### src/bmprc_pkg.sv
`timescale 1ns / 1ps

package bmprc_pkg;

  // Register map, word index within the APB window
  typedef enum logic [2:0] {
    REG_SOURCE_WIDTH  = 3'd0,
    REG_SOURCE_HEIGHT = 3'd1,
    REG_WINDOW_LEFT   = 3'd2,
    REG_WINDOW_TOP    = 3'd3,
    REG_WINDOW_WIDTH  = 3'd4,
    REG_WINDOW_HEIGHT = 3'd5
  } bmprc_reg_t;

  localparam int unsigned FIFO_DEPTH = 4;
  localparam int unsigned FIFO_PTR_W = $clog2(FIFO_DEPTH);

  // Crop geometry as held in the register file
  typedef struct packed {
    logic [12:0] source_width;
    logic [12:0] source_height;
    logic [11:0] window_left;
    logic [11:0] window_top;
    logic [12:0] window_width;
    logic [12:0] window_height;
  } bmprc_cfg_t;

  // One classified byte handed from front to back
  typedef struct packed {
    logic [7:0] data;
    logic [1:0] pad;    // zero bytes to append after data
    logic       err;    // invalid window marker
    logic       done;   // last row end of the window
  } bmprc_entry_t;

endpackage

### src/bmp_row_padded_crop_stream.sv
`timescale 1ns / 1ps
// Channel  | Handshake            | Payload
// ---------+----------------------+---------------------------------------------
// input    | in_valid / in_stall  | in_pixel_byte, in_frame_start
// result   | out_valid / out_stall| out_out_byte, out_run_last, out_image_done,
//          |                      | out_window_error
// config   | APB psel/penable     | paddr, pwdata, prdata (32 bit)
//
// One input byte per clock while in_stall is low; a kept byte at a row end yields
// 1 to 4 result bytes (data plus padding), which the output expander emits.
// A four-entry queue between classifier and expander absorbs padding bursts;
// in_stall rises only when that queue is full.
// With the queue empty, a byte's first result passes through the queue and then
// the output register before it is offered on the result side.
// Synchronous active-low reset clears counters, queue and registers to defaults.

module bmp_row_padded_crop_stream #(
  parameter int unsigned MAX_DIMENSION = 4096
) (
  input  logic        clk,
  input  logic        rst_n,
  input  logic        psel,
  input  logic        penable,
  input  logic        pwrite,
  input  logic [4:0]  paddr,
  input  logic [31:0] pwdata,
  output logic [31:0] prdata,
  output logic        pready,
  input  logic        in_valid,
  output logic        in_stall,
  input  logic [7:0]  in_pixel_byte,
  input  logic        in_frame_start,
  output logic        out_valid,
  input  logic        out_stall,
  output logic [7:0]  out_out_byte,
  output logic        out_run_last,
  output logic        out_image_done,
  output logic        out_window_error
);

  bmprc_pkg::bmprc_cfg_t   cfg_r;
  bmprc_pkg::bmprc_reg_t   reg_idx;
  bmprc_pkg::bmprc_entry_t push_data, pop_data;
  logic                    wr_en;
  logic                    push, pop, fifo_full, fifo_empty;

  assign pready  = 1'b1;
  assign wr_en   = psel & penable & pwrite;
  assign reg_idx = bmprc_pkg::bmprc_reg_t'(paddr[4:2]);

  // Register file write
  always_ff @(posedge clk) begin
    if (!rst_n) begin
      cfg_r.source_width  <= 13'd1;
      cfg_r.source_height <= 13'd1;
      cfg_r.window_left   <= '0;
      cfg_r.window_top    <= '0;
      cfg_r.window_width  <= 13'd1;
      cfg_r.window_height <= 13'd1;
    end else if (wr_en) begin
      unique case (reg_idx)
        bmprc_pkg::REG_SOURCE_WIDTH:  cfg_r.source_width  <= pwdata[12:0];
        bmprc_pkg::REG_SOURCE_HEIGHT: cfg_r.source_height <= pwdata[12:0];
        bmprc_pkg::REG_WINDOW_LEFT:   cfg_r.window_left   <= pwdata[11:0];
        bmprc_pkg::REG_WINDOW_TOP:    cfg_r.window_top    <= pwdata[11:0];
        bmprc_pkg::REG_WINDOW_WIDTH:  cfg_r.window_width  <= pwdata[12:0];
        bmprc_pkg::REG_WINDOW_HEIGHT: cfg_r.window_height <= pwdata[12:0];
        default: ;
      endcase
    end
  end

  // Register file read
  always_comb begin
    unique case (reg_idx)
      bmprc_pkg::REG_SOURCE_WIDTH:  prdata = 32'(cfg_r.source_width);
      bmprc_pkg::REG_SOURCE_HEIGHT: prdata = 32'(cfg_r.source_height);
      bmprc_pkg::REG_WINDOW_LEFT:   prdata = 32'(cfg_r.window_left);
      bmprc_pkg::REG_WINDOW_TOP:    prdata = 32'(cfg_r.window_top);
      bmprc_pkg::REG_WINDOW_WIDTH:  prdata = 32'(cfg_r.window_width);
      bmprc_pkg::REG_WINDOW_HEIGHT: prdata = 32'(cfg_r.window_height);
      default:                      prdata = '0;
    endcase
  end

  bmprc_front #(
    .MAX_DIMENSION(MAX_DIMENSION)
  ) u_front (
    .clk           (clk),
    .rst_n         (rst_n),
    .cfg           (cfg_r),
    .in_valid      (in_valid),
    .in_stall      (in_stall),
    .in_pixel_byte (in_pixel_byte),
    .in_frame_start(in_frame_start),
    .fifo_full     (fifo_full),
    .push          (push),
    .push_data     (push_data)
  );

  bmprc_fifo u_fifo (
    .clk      (clk),
    .rst_n    (rst_n),
    .push     (push),
    .push_data(push_data),
    .full     (fifo_full),
    .pop      (pop),
    .empty    (fifo_empty),
    .pop_data (pop_data)
  );

  bmprc_back u_back (
    .clk             (clk),
    .rst_n           (rst_n),
    .fifo_empty      (fifo_empty),
    .fifo_data       (pop_data),
    .pop             (pop),
    .out_valid       (out_valid),
    .out_stall       (out_stall),
    .out_out_byte    (out_out_byte),
    .out_run_last    (out_run_last),
    .out_image_done  (out_image_done),
    .out_window_error(out_window_error)
  );

endmodule

### src/bmprc_front.sv
`timescale 1ns / 1ps

module bmprc_front #(
  parameter int unsigned MAX_DIMENSION = 4096
) (
  input  logic                  clk,
  input  logic                  rst_n,
  input  bmprc_pkg::bmprc_cfg_t cfg,
  input  logic                  in_valid,
  output logic                  in_stall,
  input  logic [7:0]            in_pixel_byte,
  input  logic                  in_frame_start,
  input  logic                  fifo_full,
  output logic                  push,
  output bmprc_pkg::bmprc_entry_t push_data
);

  logic [14:0] byte_column_r, byte_column_nxt;
  logic [12:0] file_row_r, file_row_nxt;

  logic        accept;
  logic        win_ok;
  logic [13:0] h_sum, v_sum;
  logic [12:0] first_row, last_row;
  logic [13:0] first_col;
  logic [14:0] width3;
  logic [15:0] last_col;
  logic [15:0] stride;
  logic [14:0] col_eff;
  logic [12:0] row_eff;
  logic [15:0] col_inc;
  logic [13:0] row_inc;
  logic        in_win;
  logic        row_end;

  assign in_stall = fifo_full;
  assign accept   = in_valid & ~fifo_full;

  // Window geometry and bounds check
  always_comb begin
    h_sum  = 14'(cfg.window_left) + 14'(cfg.window_width);
    v_sum  = 14'(cfg.window_top) + 14'(cfg.window_height);
    win_ok = (cfg.source_width != '0) && (cfg.source_height != '0) &&
             (cfg.window_width != '0) && (cfg.window_height != '0) &&
             (32'(cfg.source_width) <= 32'(MAX_DIMENSION)) &&
             (32'(cfg.source_height) <= 32'(MAX_DIMENSION)) &&
             (h_sum <= 14'(cfg.source_width)) &&
             (v_sum <= 14'(cfg.source_height));
    first_row = cfg.source_height - 13'(cfg.window_top) - cfg.window_height;
    last_row  = cfg.source_height - 13'(cfg.window_top) - 13'd1;
    first_col = {1'b0, cfg.window_left, 1'b0} + 14'(cfg.window_left);
    width3    = {1'b0, cfg.window_width, 1'b0} + 15'(cfg.window_width);
    last_col  = 16'(first_col) + 16'(width3) - 16'd1;
    stride    = (({2'b0, cfg.source_width, 1'b0} + 16'(cfg.source_width)) + 16'd3)
                & ~16'd3;
  end

  // Classify the byte against the window
  always_comb begin
    col_eff = in_frame_start ? '0 : byte_column_r;
    row_eff = in_frame_start ? '0 : file_row_r;
    in_win  = (row_eff >= first_row) && (row_eff <= last_row) &&
              (16'(col_eff) >= 16'(first_col)) && (16'(col_eff) <= last_col);
    row_end = (16'(col_eff) == last_col);

    push           = accept & (~win_ok | in_win);
    push_data.data = win_ok ? in_pixel_byte : 8'd0;
    push_data.err  = ~win_ok;
    push_data.pad  = (win_ok & row_end) ? cfg.window_width[1:0] : 2'd0;
    push_data.done = win_ok & row_end & (row_eff == last_row);
  end

  // Advance column and row; hold on an invalid window
  always_comb begin
    col_inc         = 16'(col_eff) + 16'd1;
    row_inc         = 14'(row_eff) + 14'd1;
    byte_column_nxt = col_eff;
    file_row_nxt    = row_eff;
    if (win_ok) begin
      if (col_inc >= stride) begin
        byte_column_nxt = '0;
        file_row_nxt    = (row_inc >= 14'(cfg.source_height)) ? '0 : row_inc[12:0];
      end else begin
        byte_column_nxt = col_inc[14:0];
      end
    end
  end

  always_ff @(posedge clk) begin
    if (!rst_n) begin
      byte_column_r <= '0;
      file_row_r    <= '0;
    end else if (accept) begin
      byte_column_r <= byte_column_nxt;
      file_row_r    <= file_row_nxt;
    end
  end

endmodule

### src/bmprc_fifo.sv
`timescale 1ns / 1ps

module bmprc_fifo (
  input  logic                    clk,
  input  logic                    rst_n,
  input  logic                    push,
  input  bmprc_pkg::bmprc_entry_t push_data,
  output logic                    full,
  input  logic                    pop,
  output logic                    empty,
  output bmprc_pkg::bmprc_entry_t pop_data
);

  bmprc_pkg::bmprc_entry_t entries_r [bmprc_pkg::FIFO_DEPTH];

  logic [bmprc_pkg::FIFO_PTR_W-1:0] wr_ptr_r, rd_ptr_r;
  logic [bmprc_pkg::FIFO_PTR_W:0]   count_r, count_nxt;

  assign full     = (count_r == (bmprc_pkg::FIFO_PTR_W + 1)'(bmprc_pkg::FIFO_DEPTH));
  assign empty    = (count_r == '0);
  assign pop_data = entries_r[rd_ptr_r];

  always_comb begin
    count_nxt = count_r;
    if (push && !pop) count_nxt = count_r + 1'b1;
    if (pop && !push) count_nxt = count_r - 1'b1;
  end

  // Store entry on push
  always_ff @(posedge clk) begin
    if (push) entries_r[wr_ptr_r] <= push_data;
  end

  always_ff @(posedge clk) begin
    if (!rst_n) begin
      wr_ptr_r <= '0;
      rd_ptr_r <= '0;
      count_r  <= '0;
    end else begin
      if (push) wr_ptr_r <= wr_ptr_r + 1'b1;
      if (pop)  rd_ptr_r <= rd_ptr_r + 1'b1;
      count_r <= count_nxt;
    end
  end

endmodule

### src/bmprc_back.sv
`timescale 1ns / 1ps

module bmprc_back (
  input  logic                    clk,
  input  logic                    rst_n,
  input  logic                    fifo_empty,
  input  bmprc_pkg::bmprc_entry_t fifo_data,
  output logic                    pop,
  output logic                    out_valid,
  input  logic                    out_stall,
  output logic [7:0]              out_out_byte,
  output logic                    out_run_last,
  output logic                    out_image_done,
  output logic                    out_window_error
);

  bmprc_pkg::bmprc_entry_t cur_r, cur_nxt;
  logic                    cur_valid_r, cur_valid_nxt;
  logic [1:0]              sub_r, sub_nxt;
  logic                    last;
  logic                    take;

  assign last = (sub_r == cur_r.pad);

  // Emit data byte then padding; load next entry after the last transfer
  always_comb begin
    take          = ~cur_valid_r | (~out_stall & last);
    pop           = take & ~fifo_empty;
    cur_valid_nxt = cur_valid_r;
    cur_nxt       = cur_r;
    sub_nxt       = sub_r;
    if (take) begin
      cur_valid_nxt = ~fifo_empty;
      cur_nxt       = fifo_data;
      sub_nxt       = '0;
    end else if (!out_stall) begin
      sub_nxt = sub_r + 2'd1;
    end
  end

  always_ff @(posedge clk) begin
    cur_r <= cur_nxt;
  end

  always_ff @(posedge clk) begin
    if (!rst_n) begin
      cur_valid_r <= 1'b0;
      sub_r       <= '0;
    end else begin
      cur_valid_r <= cur_valid_nxt;
      sub_r       <= sub_nxt;
    end
  end

  assign out_valid        = cur_valid_r;
  assign out_out_byte     = (sub_r == 2'd0) ? cur_r.data : 8'd0;
  assign out_run_last     = last;
  assign out_image_done   = last & cur_r.done;
  assign out_window_error = cur_r.err;

endmodule
### config.mk
export PLATFORM = sky130hd
export DESIGN_NAME = bmp_row_padded_crop_stream
export DESIGN_NICKNAME = d
export VERILOG_FILES = /design/src/bmprc_pkg.sv /design/src/bmp_row_padded_crop_stream.sv /design/src/bmprc_front.sv /design/src/bmprc_fifo.sv /design/src/bmprc_back.sv
export SDC_FILE = /design/constraint.sdc
export NUM_CORES = 1
export LEC_CHECK = 0
export BUFFER_PORTS_ARGS = -buffer_cell sky130_fd_sc_hd__buf_2
export CORE_UTILIZATION = 55
export DETAILED_ROUTE_END_ITERATION = 8
export PLACE_DENSITY = 0.73
export SYNTH_ARGS = -nofsm -noshare
export SYNTH_HDL_FRONTEND = slang
export SYNTH_HIERARCHICAL = 1
export SYNTH_SLANG_ARGS = --single-unit
### constraint.sdc
create_clock -name clk -period 7.5 [get_ports clk]
set_input_delay 1.5 -clock clk [delete_from_list [all_inputs] [get_ports clk]]
set_output_delay 1.5 -clock clk [all_outputs]
set_load 0.01 [all_outputs]
### After elaboration in Yosys (flattened, before gate mapping)

Memory sizes are Yosys's and may differ from the RTL's. A register that Yosys moved wholly into a read port is not among the register bits.
Cells that the tools add are included.

* $add $sub $neg: 18
* $lt $le $gt $ge: 10
* equality and inequality tests: 9
* muxes and demuxes: 15
* bitwise gates (word level): 17
* reduce and logical (&&, ||, !) cells: 29

Operators by type and width (number)
* 13-bit one-hot mux with 6 select lines: 1
* 13-bit two-way mux: 4
* 13-bit nonzero test: 4
* 15-bit two-way mux: 3
* 14-bit by 13-bit adder with 15-bit output: 2
* 12-bit by 13-bit adder with 14-bit output: 2
* 14-bit by 13-bit <= comparator with 1-bit output: 2
* 13-bit <= comparator (second input constant): 2
* 14-bit by 15-bit adder with 16-bit output: 1
* 15-bit by 1-bit adder with 16-bit output (second input constant): 1
* 16-bit by 2-bit adder with 16-bit output (second input constant): 1
* 15-bit by 16-bit == test with 1-bit output: 1
* 16-bit greater-or-equal comparator: 1
* 15-bit by 16-bit <= comparator with 1-bit output: 1
* 8-bit two-way mux: 2
* 16-bit by 1-bit subtractor with 16-bit output (second input constant): 1
* 15-bit by 14-bit greater-or-equal comparator with 1-bit output: 1
* 13-bit by 1-bit adder with 14-bit output (second input constant): 1
* 13-bit by 12-bit adder with 14-bit output: 1
* 14-bit by 13-bit greater-or-equal comparator with 1-bit output: 1
* 13-bit == test: 1
* 13-bit greater-or-equal comparator: 1
* 13-bit <= comparator: 1
* 13-bit by 1-bit subtractor with 13-bit output (second input constant): 1
* 22 further kinds: 61

* register bits after elaboration: 114
* memory bits (writable): 48
* input port bits: 53
* output and inout port bits: 46
* logic and storage cells: 112
* memories kept: 1

Memory list
* u_fifo.entries_r: words 4, bits a word 12, rd ports 1, clocked after Yosys merged registers in 1, wr ports 1, line bmprc_fifo.sv:14 `bmprc_pkg::bmprc_entry_t entries_r [bmprc_pkg::FIFO_DEPTH];`

### Logic depth before layout (Yosys ltp)

* depth in word-level cells: 14
* gate-level depth with buffers: 35
* depth with buffers taken out: 35

### Modules after synthesis

Netlist, hierarchy kept.

By module, submodules not included
* bmprc_front: times used 1, cells each 1152, area each 9098.7 sq um, sequential area each 560.5 sq um
* bmp_row_padded_crop_stream: times used 1, cells each 368, area each 3585.9 sq um, sequential area each 1521.5 sq um
* bmprc_fifo: times used 1, cells each 108, area each 2185.8 sq um, sequential area each 1621.6 sq um
* bmprc_back: times used 1, cells each 37, area each 594.3 sq um, sequential area each 420.4 sq um

### Worst setup path before layout

OpenSTA, ideal clock, no wires.

* path kind: reg2reg
* from: register cfg_r[39] (netlist name)
* to: register u_fifo/count_r[2] (netlist name)
* library setup time: 76 ps
* arrival time: 6048 ps
* required time: 7424 ps
* slack: 1376 ps
* stages on the path, launching flop included: 32
* path buffers: 0
* period minus slack after synthesis: 6124 ps
* cell sequence: dfxtp_1 -> ha_1 -> a21o_1 -> a21oi_1 -> o21ai_0 -> a21oi_1 -> nand2b_1 -> a21oi_1 -> nor3_1 -> nor2_1 -> o41ai_1 -> xnor2_1 -> fa_1 -> ha_1 -> or2_2 -> a21oi_1 -> a21oi_1 -> xnor2_1 -> ha_1 -> nand3_1 -> nor2_1 -> nand4_1 -> inv_1 -> a211oi_1 -> o32ai_1 -> inv_1 -> ha_1 -> inv_1 -> fa_1 -> xor2_1 -> or3_1 -> a21boi_0

* cells in the longest elaborated chain, start to end: 10
* elaborated cells on any way between the ends: 19
* classes of those cells: 4 x add/sub; 3 x order compare; 1 x mux; 3 x bitwise; 8 x reduce/logical

Ends and longest elaborated chain
* from (decl): line bmp_row_padded_crop_stream.sv:41 `bmprc_pkg::bmprc_cfg_t cfg_r;`
* 13-bit by 12-bit adder with 14-bit output / 12-bit by 13-bit adder with 14-bit output (equally long branches): line bmprc_front.sv:51, bmprc_front.sv:41
* 14-bit by 15-bit adder with 16-bit output / 14-bit by 13-bit <= comparator with 1-bit output (equally long branches): line bmprc_front.sv:53, bmprc_front.sv:47
* 16-bit by 1-bit subtractor with 16-bit output / 1-bit logical AND (equally long branches): line bmprc_front.sv:53, bmprc_front.sv:46
* 15-bit by 16-bit <= comparator with 1-bit output / 1-bit logical AND (equally long branches): line bmprc_front.sv:63, bmprc_front.sv:47
* 1-bit logical AND / 1-bit NOT (equally long branches): line bmprc_front.sv:63, bmprc_front.sv:66
* 1-bit bitwise OR (*): line bmprc_front.sv:66 `push = accept & (~win_ok | in_win);`
* 1-bit bitwise AND (*): line bmprc_front.sv:66
* via push: line bmp_row_padded_crop_stream.sv:45 `logic push, pop, fifo_full, fifo_empty;`
* 1-bit zero test: line bmprc_fifo.sv:26 `if (pop && !push) count_nxt = count_r - 1'b1;`
* 1-bit logical AND: line bmprc_fifo.sv:26
* 3-bit two-way mux / 2-bit nonzero test (equally long branches)
* to (signal assigned): line bmprc_fifo.sv:42 `count_r <= count_nxt;`
* to (decl): line bmprc_fifo.sv:17 `logic [bmprc_pkg::FIFO_PTR_W:0] count_r, count_nxt;`

The timed path passes the listed nets; every way through them passes the cells marked *.
A chain may end at the register's enable or synchronous reset.

### Final worst setup path

* from: register cfg_r[50] (netlist name)
* to: register u_fifo/count_r[2] (netlist name)

* cells in the longest elaborated chain, start to end: 14
* elaborated cells on any way between the ends: 26
* classes of those cells: 3 x add/sub; 4 x order compare; 1 x mux; 3 x bitwise; 15 x reduce/logical

Ends and longest elaborated chain (line)
* branches (longest 9 deep; another with 13-bit by 12-bit subtractor with 13-bit output)
* 1-bit bitwise OR (*): bmprc_front.sv:66
* 1-bit bitwise AND (*): bmprc_front.sv:66
* via push: bmp_row_padded_crop_stream.sv:45
* 1-bit zero test: bmprc_fifo.sv:26
* 1-bit logical AND: bmprc_fifo.sv:26
* 3-bit two-way mux / 2-bit nonzero test (equally long branches)

Mark *: on every way through the listed nets, which the timed path passes.

==> impl_metrics.tcl <==
set metrics [dict create \
    wirelength_um 38000 \
    syn_avg_cell_area_um2 9.29 \
    ctsHoldBuffers 0 \
    crit_path_max_incr_delay_ns 0.47 \
    post-synth-top-count-cell "ha_1" \
    grt_overflow 0 \
    switching_share_pct 31.9 \
    period_needed_ns 7.01 \
    cts_buffers 17 \
    cts_tree "yes" \
    final_util_pct 59.8 \
    rrSetupSlack_ns 0.49 \
    num_vias 12200 \
    synth_top_area_share_pct 19.1 \
    remaining_drc_errors 0 \
    power_switching_mw 0.876 \
    drt_iter0_drc 767 \
    insertion_delay_ns 0.44 \
    power_mw 2.75 \
    p_comb_share_pct 25.6 \
    diodes 0 \
    htree_num_levels 4 \
    finalCritPeriodShare_pct 93.5 \
    critPathLaunchType "flop" \
    cp_max_fo 7 \
    synth.ff_latch_count 176 \
    rsz0062_at_grt "false" \
    clock_skew_ns 0.0168 \
    crit_required_ns 7.86 \
    wire_per_inst_um 18.1 \
    place_ws_ns 0.391 \
    synth.cells.most_frequent "ha_1, inv_1, nand2_1" \
    slew_headroom_pct 7.91 \
    gp_congestion 0.960 \
    crit_end "u_fifo/count_r[2]" \
    antenna_found_initial 0 \
    power_frac_seq_pct 42.0 \
    power_density_nw_per_um2 166 \
    placed_cells 2064 \
    peakVddDrop_v 0.000106 \
    hold_viol_final 0 \
    reg2reg_from "cfg_r[50]" \
    drt_first_pass_iters 6 \
    drive_above_1_share_pct 9.37 \
    power.leakage_nw 7.25 \
    vias_per_cell 5.82 \
    synth_area_leaders "ha_1, dfxtp_1, edfxtp_1" \
    dp_hpwl_um 29800 \
    grt_max_degree 97 \
    synth_cells 1665 \
    worst_ep_arrival_time_ns 7.38 \
    setup_violations 0 \
    timing.rr.end "u_fifo/count_r[2]" \
    setup_tns_ns 0 \
    ys_types 89 \
    fp.dieW_um 170 \
    startpoint "cfg_r[50]" \
    core_um2 27700 \
    worstMarginPinSlew_ns 1.38 \
    num_rows 61 \
    maxCapViolCount 0 \
    fin_ws_ns 0.487 \
    synth_edf_count 60 \
    clockBufferDepth 2 \
    ys_warn_count 6 \
    area_growth_pct 7.07 \
    yosysSeqAreaShare_pct 26.7 \
    die_h_um 170 \
    io_buffers 57 \
    status "completed" \
    max_freq_ghz 0.143 \
    path_class "flop to flop" \
    grt_pass1_vias 11800 \
    critPathSlowestCell "dfxtp_1" \
    grt_usage_pct 26.9 \
    end_kind "flop" \
    path_clk_slew_ns 0.07 \
    grt_first_pass_wirelength_um 60700 \
    p_int_mw 1.87 \
    fin_nets 2013 \
    async_flop_share_pct 0 \
    synth_ff_type "dfxtp_1" \
    hold_class "flop to flop" \
    ant_nets 0 \
    synth.largest_area_cell "ha_1" \
    cts_root_buffer "clkbuf_16" \
    cts.sinks 176 \
    ios 99 \
    report.final.slew_viol_count 0 \
    dieArea_um2 28800 \
    fin_cells 2096 \
    power_frac_clock_pct 32.4 \
    r2r_cells 35 \
    synth_area_um2 15500 \
    start_util_pct 55.8 \
]
[final cells by class]
cell class                 count  area (um^2)
clock buffer                  19          433
clock inverter                13          140
fill                        2398        11100
inverter                     150          563
multi-input combinational   1294        10500
sequential                   176         4120
tap                          378          473
timing repair buffer          66          355
[worst min-delay path by stage]
| stage | slack [ns] | to | from | cells past startpoint |
|---|---|---|---|---|
| 2_1_floorplan | 0.43 | u_front/file_row_r[4] | u_front/file_row_r[4] | 1 |
| 3_5_place_dp | 0.45 | u_front/file_row_r[4] | u_front/file_row_r[4] | 1 |
| 6_report | 0.47 | u_front/file_row_r[4] | u_front/file_row_r[4] | 1 |
| 4_1_cts | 0.47 | u_front/file_row_r[4] | u_front/file_row_r[4] | 1 |
| 3_3_place_gp | 0.45 | u_front/file_row_r[4] | u_front/file_row_r[4] | 1 |
| 5_1_grt | 0.49 | u_front/file_row_r[4] | u_front/file_row_r[4] | 1 |
[power by group through the flow]
stage	clock network [mW]	logic, mW	registers [mW]
final	0.890	0.704	1.15
after global routing	0.933	0.785	1.16
after detailed placement	0	0.698	1.18
after floorplan	0	0.537	1.15
after CTS	0.897	0.702	1.15
after global placement	0	0.675	1.17
[cells in the final DEF (no fill, tap or decap), types with 23 or more instances in the layout]
master / netlist / routed
ha_1: 236 / 236
inv_1: 150 / 150
nand2_1: 126 / 126
dfxtp_1: 116 / 116
mux2i_1: 79 / 79
a21oi_1: 78 / 78
o21ai_0: 70 / 69
nor2_1: 69 / 68
xnor2_1: 66 / 66
edfxtp_1: 60 / 60
buf_2: 10 / 56
nor2b_1: 51 / 51
xor2_1: 47 / 46
nand3_1: 34 / 34
a21o_1: 33 / 33
o21a_1: 31 / 31
nand2b_1: 28 / 28
and2_1: 28 / 28
nor3_1: 23 / 23
[worst max-delay path, delay by kind of cell (launching register included)]
| family | cells | cell delay, ns |
|---|---|---|
| AO/OA/AOI/OAI | 16 | 2.60 |
| buffers and inverters | 5 | 0.47 |
| AND/OR/NAND/NOR | 3 | 0.45 |
| XOR/XNOR | 3 | 0.57 |
| flip-flops | 1 | 0.47 |
| adder cells (fa/ha/maj) | 8 | 2.40 |
[per-stage QoR]
| step | instance area (um^2) | hold WS, ns |
|---|---|---|
| finish | 16600 | 0.469 |
| global route | 16600 | 0.487 |
| CTS | 16500 | 0.470 |
| detailed placement | 16000 | 0.452 |
| global placement | 16000 | 0.448 |
| floorplan | 15500 | 0.432 |
[metal layers]
| metal | vias to the layer above | track usage (%) | wire length (um) |
|---|---|---|---|
| met5 | - | 0 | 0 |
| met4 | 0 | 7.76 | 838 |
| met3 | 49 | 3.08 | 1760 |
| met2 | 329 | 46.2 | 18000 |
| met1 | 5836 | 35.6 | 17400 |
| li1 | 5987 | - | - |
[repair_timing]
| item | in CTS | in global routing |
|---|---|---|
| gates resized for setup | 0 | 5 |
| setup endpoints to repair | 0 | 1 |
| setup buffers | 0 | 0 |
[state kept, by name, summed over array words and instances, names as in the netlist, named ones only]
| name | flops |
|---|---|
| u_back/out_valid | 1 |
| u_fifo/rd_ptr_r | 2 |
| u_back/out_window_error | 1 |
| u_back/cur_r | 11 |
| u_fifo/wr_ptr_r | 2 |
| u_fifo/entries_r | 48 |
| u_front/file_row_r | 13 |
| u_front/byte_column_r | 15 |
| cfg_r | 76 |
| u_fifo/count_r | 3 |
| u_back/sub_r | 2 |
[cells by family after synthesis]
group	Yosys count	synth area share [%]
and+or+nand+nor	444	14.9
AOI/OAI and AO/OA	343	15.0
adders and majority gates	258	21.7
buffers and inverters	213	6.22
DFF	176	26.7
xor gates and xnor gates	115	6.61
muxes	114	8.73
other	2	0.0486
Note: power is estimated with default switching activity, not from simulation.
